[src/rtl/mcd_pkg.sv]
// Shared constants, widths and helpers for the MJD to calendar date converter.
package mcd_pkg;

   // Pipeline depth: registers from the input transfer to the result register.
   localparam int NUM_STAGES = 12;

   // Field widths
   localparam int MJD_W   = 23;
   localparam int FRAC_W  = 32;
   localparam int YEAR_W  = 14;
   localparam int MONTH_W = 4;
   localparam int DOM_W   = 5;
   localparam int HOUR_W  = 5;
   localparam int MIN_W   = 6;
   localparam int SEC_W   = 22;

   // Internal widths
   localparam int JD_W = 23;   // Julian Day number and the shifted day count
   localparam int X_W  = 24;   // 4a - 7468865
   localparam int B_W  = 7;    // Gregorian century correction
   localparam int Y_W  = 27;   // 20c - 2442
   localparam int QD_W = 15;   // raw year-count quotient
   localparam int D_W  = 14;   // year count
   localparam int CE_W = 9;    // day of the March-based year
   localparam int F_W  = 5;    // March-based month count

   // Day number range kept by the saturation
   localparam logic signed [MJD_W-1:0] MJD_DAY_MIN = -23'sd678000;
   localparam logic signed [MJD_W-1:0] MJD_DAY_MAX = 23'sd2973000;

   localparam logic [JD_W-1:0] JD_OFFSET   = 23'd2400001;
   localparam logic [JD_W-1:0] GREG_START  = 23'd2299161;
   localparam logic [JD_W-1:0] C_GREG_ADD  = 23'd1525;
   localparam logic [JD_W-1:0] C_JUL_ADD   = 23'd1524;
   localparam logic [X_W:0]    X_OFFSET    = 25'd7468865;
   localparam logic [X_W-1:0]  GREG_CYCLE  = 24'd146097;
   localparam logic [Y_W-1:0]  Y_OFFSET    = 27'd2442;
   localparam logic [Y_W-1:0]  JUL_CYCLE   = 27'd7305;
   localparam logic [JD_W-1:0] FD_NUM      = 23'd10000;
   localparam logic [JD_W-1:0] FD_DEN      = 23'd306001;
   localparam logic [D_W-1:0]  YEAR_OFFSET = 14'd4715;

   // Reciprocals for the constant divisions, floor-rounded so that the
   // estimate is the true quotient or one below it.
   localparam int B_SHIFT = 24;
   localparam logic [B_W-1:0] B_RECIP = 7'((2**24) / 146097);
   localparam int D_SHIFT = 27;
   localparam logic [QD_W-1:0] D_RECIP = 15'((2**27) / 7305);
   localparam int F_SHIFT = 24;
   localparam logic [19:0] F_RECIP = 20'((64'd10000 << 24) / 64'd306001);

   // floor(306001 * f / 10000): days before month f of the March-based year.
   function automatic logic [CE_W-1:0] month_start(input logic [F_W-1:0] f);
      logic [3:0] extra;
      case (f) inside
         [5'd0:5'd1]:   extra = 4'd0;
         [5'd2:5'd3]:   extra = 4'd1;
         5'd4:          extra = 4'd2;
         [5'd5:5'd6]:   extra = 4'd3;
         [5'd7:5'd8]:   extra = 4'd4;
         5'd9:          extra = 4'd5;
         [5'd10:5'd11]: extra = 4'd6;
         [5'd12:5'd13]: extra = 4'd7;
         5'd14:         extra = 4'd8;
         [5'd15:5'd16]: extra = 4'd9;
         default:       extra = 4'd10;
      endcase
      return CE_W'(CE_W'(f) * CE_W'(30)) + CE_W'(extra);
   endfunction

endpackage

[src/rtl/mcd_ctl.sv]
// Valid bits and per-stage load enables for the conversion pipeline.
module mcd_ctl (
   input  logic                           clock,
   input  logic                           reset,
   input  logic                           req_valid,
   output logic                           req_stall,
   output logic                           rsp_valid,
   input  logic                           rsp_stall,
   output logic [mcd_pkg::NUM_STAGES-1:0] stage_en
);
   import mcd_pkg::*;

   logic [NUM_STAGES-1:0] valid_ff;
   logic [NUM_STAGES-1:0] valid_in;

   // A stage loads when it is empty or its content moves on; bubbles close up.
   always_comb begin
      stage_en[NUM_STAGES-1] = !valid_ff[NUM_STAGES-1] || !rsp_stall;
      for (int k = NUM_STAGES - 2; k >= 0; k--) begin
         stage_en[k] = !valid_ff[k] || stage_en[k+1];
      end
   end

   always_comb begin
      valid_in[0] = stage_en[0] ? req_valid : valid_ff[0];
      for (int k = 1; k < NUM_STAGES; k++) begin
         valid_in[k] = stage_en[k] ? valid_ff[k-1] : valid_ff[k];
      end
   end

   always_ff @(posedge clock) begin
      if (reset) begin
         valid_ff <= '0;
      end else begin
         valid_ff <= valid_in;
      end
   end

   assign req_stall = !stage_en[0];
   assign rsp_valid = valid_ff[NUM_STAGES-1];

endmodule

[src/rtl/mcd_date.sv]
// Date datapath: day number to year, month and day of month.
module mcd_date (
   input  logic                                  clock,
   input  logic [mcd_pkg::NUM_STAGES-1:0]        stage_en,
   input  logic signed [mcd_pkg::MJD_W-1:0]      req_mjd_day,
   output logic [mcd_pkg::YEAR_W-1:0]            year,
   output logic [mcd_pkg::MONTH_W-1:0]           month,
   output logic [mcd_pkg::DOM_W-1:0]             day_of_month
);
   import mcd_pkg::*;

   // stage 0: saturate and move to Julian Day
   logic signed [MJD_W-1:0] mjd_sat;
   logic [JD_W-1:0] s0_a_in, s0_a_ff;

   always_comb begin
      if (req_mjd_day < MJD_DAY_MIN) begin
         mjd_sat = MJD_DAY_MIN;
      end else if (req_mjd_day > MJD_DAY_MAX) begin
         mjd_sat = MJD_DAY_MAX;
      end else begin
         mjd_sat = req_mjd_day;
      end
      s0_a_in = JD_W'(unsigned'(mjd_sat) + JD_OFFSET);
   end

   // stage 1: calendar select, century numerator
   logic            s1_greg_in, s1_greg_ff;
   logic [X_W-1:0]  s1_x_in, s1_x_ff;
   logic [JD_W-1:0] s1_a_ff;
   logic [X_W:0]    a_x4;

   always_comb begin
      a_x4       = {s0_a_ff, 2'b00};
      s1_greg_in = (s0_a_ff >= GREG_START);
      s1_x_in    = s1_greg_in ? X_W'(a_x4 - X_OFFSET) : '0;
   end

   // stage 2: century quotient estimate
   logic [X_W+B_W-1:0] b_prod;
   logic [B_W-1:0]     s2_qb_in, s2_qb_ff;
   logic [JD_W-1:0]    s2_a_ff;
   logic               s2_greg_ff;
   logic [X_W-1:0]     s2_x_ff;

   always_comb begin
      b_prod   = (X_W+B_W)'(s1_x_ff) * (X_W+B_W)'(B_RECIP);
      s2_qb_in = B_W'(b_prod >> B_SHIFT);
   end

   // stage 3: century quotient correction
   logic [X_W-1:0]  b_rem;
   logic [B_W-1:0]  s3_b_in, s3_b_ff;
   logic [JD_W-1:0] s3_a_ff;
   logic            s3_greg_ff;

   always_comb begin
      b_rem   = s2_x_ff - X_W'(X_W'(s2_qb_ff) * GREG_CYCLE);
      s3_b_in = s2_qb_ff + B_W'(b_rem >= GREG_CYCLE);
   end

   // stage 4: shifted day count c
   logic [JD_W-1:0] s4_c_in, s4_c_ff;

   always_comb begin
      if (s3_greg_ff) begin
         s4_c_in = s3_a_ff + JD_W'(s3_b_ff) - JD_W'(s3_b_ff >> 2) + C_GREG_ADD;
      end else begin
         s4_c_in = s3_a_ff + C_JUL_ADD;
      end
   end

   // stage 5: year numerator
   logic [Y_W-1:0]  s5_y_in, s5_y_ff;
   logic [JD_W-1:0] s5_c_ff;

   assign s5_y_in = Y_W'(Y_W'(s4_c_ff) * Y_W'(20)) - Y_OFFSET;

   // stage 6: year quotient estimate
   logic [Y_W+QD_W-1:0] d_prod;
   logic [QD_W-1:0]     s6_qd_in, s6_qd_ff;
   logic [Y_W-1:0]      s6_y_ff;
   logic [JD_W-1:0]     s6_c_ff;

   always_comb begin
      d_prod   = (Y_W+QD_W)'(s5_y_ff) * (Y_W+QD_W)'(D_RECIP);
      s6_qd_in = QD_W'(d_prod >> D_SHIFT);
   end

   // stage 7: year quotient correction
   logic [Y_W-1:0]  d_rem;
   logic [D_W-1:0]  s7_d_in, s7_d_ff;
   logic [JD_W-1:0] s7_c_ff;

   always_comb begin
      d_rem   = s6_y_ff - Y_W'(Y_W'(s6_qd_ff) * JUL_CYCLE);
      s7_d_in = D_W'(s6_qd_ff + QD_W'(d_rem >= JUL_CYCLE));
   end

   // stage 8: day within the March-based year
   logic [JD_W-1:0] e_days;
   logic [CE_W-1:0] s8_ce_in, s8_ce_ff;
   logic [D_W-1:0]  s8_d_ff;

   always_comb begin
      e_days   = JD_W'(JD_W'(s7_d_ff) * JD_W'(365)) + JD_W'(s7_d_ff >> 2);
      s8_ce_in = CE_W'(s7_c_ff - e_days);
   end

   // stage 9: month quotient estimate
   logic [CE_W+19:0] f_prod;
   logic [F_W-1:0]   s9_f_in, s9_f_ff;
   logic [CE_W-1:0]  s9_ce_ff;
   logic [D_W-1:0]   s9_d_ff;

   always_comb begin
      f_prod  = (CE_W+20)'(s8_ce_ff) * (CE_W+20)'(F_RECIP);
      s9_f_in = F_W'(f_prod >> F_SHIFT);
   end

   // stage 10: month quotient correction
   logic [JD_W-1:0] f_rem;
   logic [F_W-1:0]  s10_f_in, s10_f_ff;
   logic [CE_W-1:0] s10_ce_ff;
   logic [D_W-1:0]  s10_d_ff;

   always_comb begin
      f_rem    = JD_W'(JD_W'(s9_ce_ff) * FD_NUM) - JD_W'(JD_W'(s9_f_ff) * FD_DEN);
      s10_f_in = s9_f_ff + F_W'(f_rem >= FD_DEN);
   end

   // stage 11: result fields; January and February belong to the next year
   logic [YEAR_W-1:0]  year_in, year_ff;
   logic [MONTH_W-1:0] month_in, month_ff;
   logic [DOM_W-1:0]   dom_in, dom_ff;
   logic               early_month;

   always_comb begin
      early_month = (s10_f_ff >= F_W'(14));
      dom_in      = DOM_W'(s10_ce_ff - month_start(s10_f_ff));
      month_in    = early_month ? MONTH_W'(s10_f_ff - F_W'(13))
                                : MONTH_W'(s10_f_ff - F_W'(1));
      year_in     = YEAR_W'(s10_d_ff - YEAR_OFFSET - D_W'(!early_month));
   end

   always_ff @(posedge clock) begin
      if (stage_en[0]) begin
         s0_a_ff <= s0_a_in;
      end
      if (stage_en[1]) begin
         s1_a_ff    <= s0_a_ff;
         s1_greg_ff <= s1_greg_in;
         s1_x_ff    <= s1_x_in;
      end
      if (stage_en[2]) begin
         s2_a_ff    <= s1_a_ff;
         s2_greg_ff <= s1_greg_ff;
         s2_x_ff    <= s1_x_ff;
         s2_qb_ff   <= s2_qb_in;
      end
      if (stage_en[3]) begin
         s3_a_ff    <= s2_a_ff;
         s3_greg_ff <= s2_greg_ff;
         s3_b_ff    <= s3_b_in;
      end
      if (stage_en[4]) begin
         s4_c_ff <= s4_c_in;
      end
      if (stage_en[5]) begin
         s5_c_ff <= s4_c_ff;
         s5_y_ff <= s5_y_in;
      end
      if (stage_en[6]) begin
         s6_c_ff  <= s5_c_ff;
         s6_y_ff  <= s5_y_ff;
         s6_qd_ff <= s6_qd_in;
      end
      if (stage_en[7]) begin
         s7_c_ff <= s6_c_ff;
         s7_d_ff <= s7_d_in;
      end
      if (stage_en[8]) begin
         s8_d_ff  <= s7_d_ff;
         s8_ce_ff <= s8_ce_in;
      end
      if (stage_en[9]) begin
         s9_d_ff  <= s8_d_ff;
         s9_ce_ff <= s8_ce_ff;
         s9_f_ff  <= s9_f_in;
      end
      if (stage_en[10]) begin
         s10_d_ff  <= s9_d_ff;
         s10_ce_ff <= s9_ce_ff;
         s10_f_ff  <= s10_f_in;
      end
      if (stage_en[11]) begin
         year_ff  <= year_in;
         month_ff <= month_in;
         dom_ff   <= dom_in;
      end
   end

   assign year         = year_ff;
   assign month        = month_ff;
   assign day_of_month = dom_ff;

endmodule

[src/rtl/mcd_time.sv]
// Time datapath: day fraction to hour, minute and second, then delay to match the date.
module mcd_time (
   input  logic                             clock,
   input  logic [mcd_pkg::NUM_STAGES-1:0]   stage_en,
   input  logic [mcd_pkg::FRAC_W-1:0]       req_day_fraction,
   output logic [mcd_pkg::HOUR_W-1:0]       hour,
   output logic [mcd_pkg::MIN_W-1:0]        minute,
   output logic [mcd_pkg::SEC_W-1:0]        second
);
   import mcd_pkg::*;

   typedef struct packed {
      logic [HOUR_W-1:0] hr;
      logic [MIN_W-1:0]  mi;
      logic [SEC_W-1:0]  se;
   } tod_type;

   localparam int T1_W = FRAC_W + HOUR_W;
   localparam int T2_W = FRAC_W + MIN_W;

   logic [T1_W-1:0]   t1;
   logic [T2_W-1:0]   t2, t3;
   logic [HOUR_W-1:0] s0_hr_ff, s1_hr_ff;
   logic [FRAC_W-1:0] s0_rem_ff, s1_rem_ff;
   logic [MIN_W-1:0]  s1_mi_ff;
   tod_type           tod_in;
   tod_type           tod_ff [2:NUM_STAGES-1];

   // each step scales the remainder and keeps the integer part
   always_comb begin
      t1        = T1_W'(req_day_fraction) * T1_W'(24);
      t2        = T2_W'(s0_rem_ff) * T2_W'(60);
      t3        = T2_W'(s1_rem_ff) * T2_W'(60);
      tod_in.hr = s1_hr_ff;
      tod_in.mi = s1_mi_ff;
      tod_in.se = t3[T2_W-1:16];
   end

   always_ff @(posedge clock) begin
      if (stage_en[0]) begin
         s0_hr_ff  <= t1[T1_W-1:FRAC_W];
         s0_rem_ff <= t1[FRAC_W-1:0];
      end
      if (stage_en[1]) begin
         s1_hr_ff  <= s0_hr_ff;
         s1_mi_ff  <= t2[T2_W-1:FRAC_W];
         s1_rem_ff <= t2[FRAC_W-1:0];
      end
      if (stage_en[2]) begin
         tod_ff[2] <= tod_in;
      end
      for (int k = 3; k < NUM_STAGES; k++) begin
         if (stage_en[k]) begin
            tod_ff[k] <= tod_ff[k-1];
         end
      end
   end

   assign hour   = tod_ff[NUM_STAGES-1].hr;
   assign minute = tod_ff[NUM_STAGES-1].mi;
   assign second = tod_ff[NUM_STAGES-1].se;

endmodule

[src/rtl/mjd_to_calendar_date.sv]
// Top level of the Modified Julian Date to calendar date and time-of-day converter.
//
//   channel | dir | handshake           | payload
//   --------+-----+---------------------+--------------------------------------------
//   req     | in  | req_valid/req_stall | mjd_day (s23), day_fraction (u32, 2^-32 day)
//   rsp     | out | rsp_valid/rsp_stall | year, month, day_of_month, hour, minute,
//           |     |                     | second (u22, 2^-16 s)
//
// One transfer per cycle unless rsp_stall holds a full pipe; the depth is set by
// the date path (three reciprocal-multiply divisions, each estimate plus correction).
// Synchronous reset empties every stage; payload registers are not reset.
// Each stage has a valid bit; a stage loads whenever it is empty or its content
// moves on, so bubbles close up and the input keeps taking transfers while a
// result waits on rsp_stall, until the pipe is full.
//
// Date: the day number is saturated to -678000..2973000, converted to a Julian
// Day number, and split with the Julian calendar before JD 2299161 and the
// Gregorian one from then on. Time: the fraction is scaled by 24, 60 and 60,
// keeping the carry each time; every result is truncated.
module mjd_to_calendar_date (
   input  logic                                 clock,
   input  logic                                 reset,
   input  logic                                 req_valid,
   output logic                                 req_stall,
   input  logic signed [mcd_pkg::MJD_W-1:0]     req_mjd_day,
   input  logic [mcd_pkg::FRAC_W-1:0]           req_day_fraction,
   output logic                                 rsp_valid,
   input  logic                                 rsp_stall,
   output logic [mcd_pkg::YEAR_W-1:0]           rsp_year,
   output logic [mcd_pkg::MONTH_W-1:0]          rsp_month,
   output logic [mcd_pkg::DOM_W-1:0]            rsp_day_of_month,
   output logic [mcd_pkg::HOUR_W-1:0]           rsp_hour,
   output logic [mcd_pkg::MIN_W-1:0]            rsp_minute,
   output logic [mcd_pkg::SEC_W-1:0]            rsp_second
);
   import mcd_pkg::*;

   // load enable for each pipeline register rank, shared by both datapaths
   logic [NUM_STAGES-1:0] stage_en;

   mcd_ctl u_ctl (
      .clock     (clock),
      .reset     (reset),
      .req_valid (req_valid),
      .req_stall (req_stall),
      .rsp_valid (rsp_valid),
      .rsp_stall (rsp_stall),
      .stage_en  (stage_en)
   );

   mcd_date u_date (
      .clock        (clock),
      .stage_en     (stage_en),
      .req_mjd_day  (req_mjd_day),
      .year         (rsp_year),
      .month        (rsp_month),
      .day_of_month (rsp_day_of_month)
   );

   mcd_time u_time (
      .clock            (clock),
      .stage_en         (stage_en),
      .req_day_fraction (req_day_fraction),
      .hour             (rsp_hour),
      .minute           (rsp_minute),
      .second           (rsp_second)
   );

endmodule
[config.mk]
export PLATFORM = sky130hd
export DESIGN_NAME = mjd_to_calendar_date
export DESIGN_NICKNAME = d
export VERILOG_FILES = /design/src/rtl/mcd_pkg.sv /design/src/rtl/mcd_ctl.sv /design/src/rtl/mcd_date.sv /design/src/rtl/mcd_time.sv /design/src/rtl/mjd_to_calendar_date.sv
export SDC_FILE = /design/constraint.sdc
export NUM_CORES = 2
export LEC_CHECK = 0
export BUFFER_PORTS_ARGS = -buffer_cell sky130_fd_sc_hd__buf_2
export CAP_MARGIN = 40
export CORE_MARGIN = 2
export CORE_UTILIZATION = 52
export CTS_CLUSTER_SIZE = 10
export DETAILED_ROUTE_END_ITERATION = 12
export GPL_TIMING_DRIVEN = 0
export PLACE_DENSITY = 0.71
export SYNTH_ARGS = -nofsm -noshare
export SYNTH_HDL_FRONTEND = slang
export SYNTH_SLANG_ARGS = --single-unit
[constraint.sdc]
create_clock -name clock -period 7.6 [get_ports clock]
set_input_delay 1.52 -clock clock [delete_from_list [all_inputs] [get_ports clock]]
set_output_delay 1.52 -clock clock [all_outputs]
set_load 0.1 [all_outputs]
[After elaboration in Yosys (flattened, before gate mapping)]
Memories as Yosys holds them, arrays and structs flattened.
Index checks and enable logic that the tools add are counted.
Storage, ports and cells
  latch bits: 0
  output and inout port bits: 58
  word-level logic and storage cells: 174
  flip-flop bits (word level): 475
  memories kept: 1
  input port bits: 59
  ROM bits: 0
  bits in writable memories: 330
Cells by class
  equal/unequal tests: 3
  add/subtract/negate cells: 21
  bitwise operators: 0
  divide/modulo/power cells: 0
  multipliers: 13
  shift operators: 0
  mux-type cells: 34
  reductions and logical operators: 34
  magnitude comparators: 21
Memory list
  u_time.tod_ff: words 10, width 33, rd ports 10, clocked after Yosys merged registers in 0, write ports 10, line mcd_time.sv:27  | tod_type tod_ff [2:NUM_STAGES-1];
Operators by type and width (number)
  $mux W23: 3
  $add A23 B11 Y23 const B: 2
  $mul A27 B15 Y42 const B: 1
  $mux W4: 10
  $mul A30 B4 Y34 const B: 1
  $mul A32 B2 Y34 const B: 1
  $mul A29 B4 Y33 const B: 1
  $mul A24 B6 Y30 const B: 1
  $mul A9 B20 Y29 const B: 1
  $ge A27 B13 Y1 const B: 1
  $mul A15 B13 Y27 const B: 1
  $sub A27 B12 Y27 const B: 1
  $sub A27 B27 Y27: 1
  $mul A23 B3 Y25 const B: 1
  $ge A24 B18 Y1 const B: 1
  $mul A7 B18 Y24 const B: 1
  $sub A24 B23 Y24 const B: 1
  $sub A24 B24 Y24: 1
  $add A23 B22 Y23 const B: 1
  $add A23 B7 Y23: 1
  $ge A23 B19 Y1 const B: 1
  $ge A23 B22 Y1 const B: 1
  $gt A23 B23 Y1 const B: 1
  $lt A23 B21 Y1 const B: 1
  other kinds (33): 90

[Depth between registers and ports, before layout]
  word-level depth: 14
  gate-level depth with buffers: 33
  gate-level depth less buffers: 33

[Cells and area by module]
Synthesis repeated with hierarchy kept, for this count alone.
Unflattened totals
  cells, all modules: 4876
  area total of the unflattened synthesis: 59215.5 µm²
Modules (own cells, without submodules)
  mcd_date: sequential area each 11471.0 µm², instances 1, area an instance 38976.1 µm², cells each 3455
  mcd_time: sequential area each 12071.6 µm², instances 1, area an instance 19748.9 µm², cells each 1365
  mcd_ctl: sequential area each 240.2 µm², instances 1, area an instance 490.5 µm², cells each 56

[Worst setup path before layout]
No wires, ideal clock.
  path kind: input-to-output
  from: input rsp_stall
  to: output req_stall
  required time: 6.080 ns
  setup slack: -0.535 ns
  path buffers: 1
  data arrival time: 6.615 ns
  cell stages on the path: 9
  path through: and3_1 -> inv_1 -> nor2_1 -> and2_1 -> and3_1 -> and2_1 -> clkbuf_1 -> nand4_1 -> inv_1
Between the ends
  longest elaborated chain between the ends: 14
Ends and longest elaborated chain
  start, declared: line mjd_to_calendar_date.sv:28  | input logic rsp_stall,
  $logic_not A1 Y1: line mcd_ctl.sv:18  | stage_en[NUM_STAGES-1] = !valid_ff[NUM_STAGES-1] || !rsp_stall;
  $logic_or A1 B1 Y1: line mcd_ctl.sv:18
  $logic_or A1 B1 Y1: line mcd_ctl.sv:20  | stage_en[k] = !valid_ff[k] || stage_en[k+1];
  via stage_en[10]: line mjd_to_calendar_date.sv:39  | logic [NUM_STAGES-1:0] stage_en;
  $logic_or A1 B1 Y1 (10 in a row): line mcd_ctl.sv:20
  $logic_not A1 Y1: line mcd_ctl.sv:39  | assign req_stall = !stage_en[0];
  end, declared: line mjd_to_calendar_date.sv:24  | output logic req_stall,
The timed path passes the listed nets, and every way through them passes these cells.

[Final worst setup path]
  from: register u_date.s6_qd_ff[5]
  to: register u_date.s7_d_ff[12] (data pin)
Between the ends
  longest elaborated chain between the ends: 4
Ends and longest elaborated chain
  start, declared: line mcd_date.sv:81  | logic [QD_W-1:0] s6_qd_in, s6_qd_ff;
  start signal, assigned: line mcd_date.sv:176  | s6_qd_ff <= s6_qd_in;
  $mul A15 B13 Y27: line mcd_date.sv:96  | d_rem = s6_y_ff - Y_W'(Y_W'(s6_qd_ff) * JUL_CYCLE);
  $sub A27 B27 Y27: line mcd_date.sv:96
  $ge A27 B13 Y1: line mcd_date.sv:97  | s7_d_in = D_W'(s6_qd_ff + QD_W'(d_rem >= JUL_CYCLE));
  $add A14 B1 Y14 (*): line mcd_date.sv:97
  via u_date.s7_d_in[12]: line mcd_date.sv:92  | logic [D_W-1:0] s7_d_in, s7_d_ff;
  end signal, assigned: line mcd_date.sv:180  | s7_d_ff <= s7_d_in;
  end, declared: line mcd_date.sv:92
The timed path passes the listed nets; every way through them passes the cells marked *.
A chain may end at the register's enable or synchronous reset.

==> run_results.csv <==
group,metric,value,unit
clock_tree,hold_buffers,0,
setup_path,path_common_cell,"fa_1",
final_layout,fin_nets,6270,
place,dp_hpwl,78000,um
floorplan,io_pins,117,
global_routing,antenna_found_initial,0,
detailed_routing,viasPerCell,5.30,
run_status,status,"finished clean",
setup_path,critPathArrivalTime,7.76,ns
place,place.gp.congestion,0.868,
global_routing,grt.met3_usage,2.29,%
synth,synth-edff-count,784,
synth,synth_top_area_cell,"edfxtp_1",
synth,synthArstFlopShare,0,%
detailed_routing,ant_nets,0,
final_layout,num_antenna_cells,0,
synth,yosysTopAreaCellShare,40.4,%
sta,period_minus_slack,7.34,ns
setup_path,worst_path_largest_cell_delay,0.57,ns
place,io_buffers,113,
floorplan,dieHeight,339,um
clock_tree,cts_tree,"yes",
global_routing,busiest_layer,"met2",
synth,ys_types,93,
clock_tree,clockBufferDepth,3,
floorplan,die_x,339,um
sta,worst_pin_slew,0.888,ns
sta,setup_violations,0,
final_layout,drive_gt1_share,7.81,%
detailed_routing,vias,34100,
place,dp.cells,6282,
clock_tree,clk_pin_slew,0.05,ns
final_layout,fill_cells,8880,
synth,yosysSeqAreaShare,40.8,%
setup_path,crit_required,8.02,ns
floorplan,coreArea,111000,sq um
global_routing,grt_pass1_wl,174000,um
global_routing,grt_use_total,18.4,%
floorplan,row_count,122,
detailed_routing,drt-total-wl,103000,um
clock_tree,cts_made_buffers,95,
sta,worst_hold_slack,0.374,ns
synth,synthTopCellsByCount,"ha_1 (810), edfxtp_1 (784), inv_1 (667)",
final_layout,finalNonFillerCells,6443,
clock_tree,clock_latency,0.69,ns
global_routing,grt_max_degree,71,
sta,fin_skew,0.0697,ns
setup_path,endpoint_kind,"flop",
detailed_routing,drtIter0Drc,1771,
global_routing,grt.met2_usage,32.5,%
min_path,min_path_type,"flop to flop",
flow_run,max_cap_viol_count,0,
setup_path,crit_type,"flop to flop",
floorplan,die-area,115000,sq um
detailed_routing,drc_errors,0,
synth,synth_area_leaders,"edfxtp_1 (40%), ha_1 (17%), fa_1 (17%), inv_1 (4.3%), xnor2_1 (3.1%)",
sta,hold_viol_final,0,
final_layout,syn_to_final_growth,10.1,%
synth,syn-num-nets,6027,
synth,yosysWarnings,0,
global_routing,use_met1,23.8,%
setup_path,crit_chain,"inv_2 -> fa_1 -> fa_1 -> inv_1 -> ha_1 -> fa_1 -> fa_1 -> inv_1 -> fa_1 -> ha_2 -> a21o_1 -> a21o_1 -> and3_1 -> or4_1 -> a2111oi_2 -> nand4_1 -> a311o_1 -> or4_4 -> ha_1 -> ha_1 -> and3_1 -> nand4_1 -> xnor2_1",
sta,final.setup.tns,0,ns
clock_tree,clock-root-buffer,"clkbuf_16",
detailed_routing,drt_pass1_iterations,6,
global_routing,first_global_vias,35900,
clock_tree,htree_levels,3,
sta,fmax,136,MHz
detailed_routing,wl_per_cell,15.9,um
clock_tree,cts.sinks,796,
setup_path,path_max_fanout,8,
synth,syn_area_per_cell,12.5,sq um
setup_path,startpoint_type,"flop",
floorplan,initial_core_util,52.5,%
sta,fin_crit_sh,96.5,%
sta,max_slew_margin,40.8,%
synth,syn_inst,4668,
synth,yosys.cell_count.top_type,"ha_1",
global_routing,grt_overflow,0,
synth,netlist_area,58200,sq um
synth,synth_top_flop_cell,"edfxtp_1",
sta,drv_slew,0,
setup_path,cpMaxStageDelayCell,"or4_4",
synth,ys_ff_latch,796,
worst max-delay path: cells and delay by family (launching register included):
family	cells	cell delay [ns]
fa+ha+maj	9	3.59
compound gates	4	1.04
flops	1	0.43
xor+xnor	1	0.07
buf+inv	3	0.28
simple gates	6	1.72
metal layers:
metal	routed length, um	vias up
met3	3280	147
met2	50800	532
met4	2410	0
met5	0	-
met1	46100	16600
li1	-	16900
final timing paths:
kind,cells past startpoint,slack [ns],to,start
hold / removal,0,0.37,u_time.tod_ff[0][175],u_time.tod_ff[0][142]
hold reg to reg,0,0.37,u_time.tod_ff[0][175],u_time.tod_ff[0][142]
setup / recovery,23,0.26,u_date.s7_d_ff[12],u_date.s6_qd_ff[5]
setup reg to reg,23,0.26,u_date.s7_d_ff[12],u_date.s6_qd_ff[5]
cells by family after synthesis:
kind of cell / synth area share (%)
buf+inv: 4.94
flops: 40.8
simple gates: 6.52
xor+xnor: 4.80
mux: 0.196
compound gates: 8.46
fa+ha+maj: 34.2
layout make-up:
type / instances / area (sq um) / area share, %
Buffer: 62 / 368 / 0.574
Tap cell: 1488 / 1860 / 2.90
Multi-Input combinational cell: 3141 / 31700 / 49.5
Sequential cell: 796 / 23800 / 37.1
Timing Repair Buffer: 147 / 987 / 1.54
Clock inverter: 24 / 412 / 0.642
Inverter: 668 / 2520 / 3.94
Clock buffer: 117 / 2460 / 3.84
per-stage QoR:
stage | setup WS (ns) | area (sq um) | util (%)
6_report | 0.264 | 64100 | 57.8
5_1_grt | -0.0480 | 64100 | 57.8
4_1_cts | 0.0168 | 63900 | 57.7
3_5_place_dp | -0.486 | 61000 | 55.0
3_3_place_gp | -1.13 | 60700 | 54.8
2_1_floorplan | -0.451 | 58300 | -
registers in the layout, summed over array words and instances, names as in the netlist, 14 cells and up:
signal,cells
u_date.s7_d_ff,14
u_date.s1_x_ff,23
u_date.s6_y_ff,25
u_time.s1_rem_ff,27
u_date.s5_y_ff,25
u_time.tod_ff,330
u_date.s9_d_ff,14
u_date.s6_qd_ff,15
u_date.s8_d_ff,14
u_date.s3_a_ff,23
u_date.s2_a_ff,23
u_date.s4_c_ff,23
u_time.s0_rem_ff,29
u_date.s0_a_ff,23
u_date.s1_a_ff,23
u_date.year,14
u_date.s2_x_ff,23
u_date.s10_d_ff,14
what timing repair did:
action / in CTS / in global routing
hold endpoints to repair: 0 / 0
resized for setup: 6 / 20
cloned: 0 / 0
setup buffers: 7 / 14
endpoints found under the setup margin: 13 / 16
pin swaps: 0 / 1
cells in the final DEF, fill, tap and decap left out, types with 21 or more instances in the layout:
cell type  Yosys  final
nand2_1      156    152
buf_2          2    115
a211oi_1      27     27
a21o_1        90     90
nand2b_1      31     31
nand4_1       36     36
edfxtp_1     784    784
and3_1        25     23
clkbuf_1      27     47
nor2_1       215    214
or3_1         21     21
clkbuf_16      0     95
buf_4         33     54
o21bai_1      33     32
o21a_1        39     39
nand3_1       65     63
nor2b_1       27     27
a21oi_1      229    225
fa_1         490    490
xor2_1       112    112
xnor2_1      205    205
o21ai_0      130    129
ha_1         810    808
inv_1        667    655
nor3_1        88     88
Power is not shown: default switching activity piles up to over one toggle a cycle in this logic, so the estimate is an artifact.
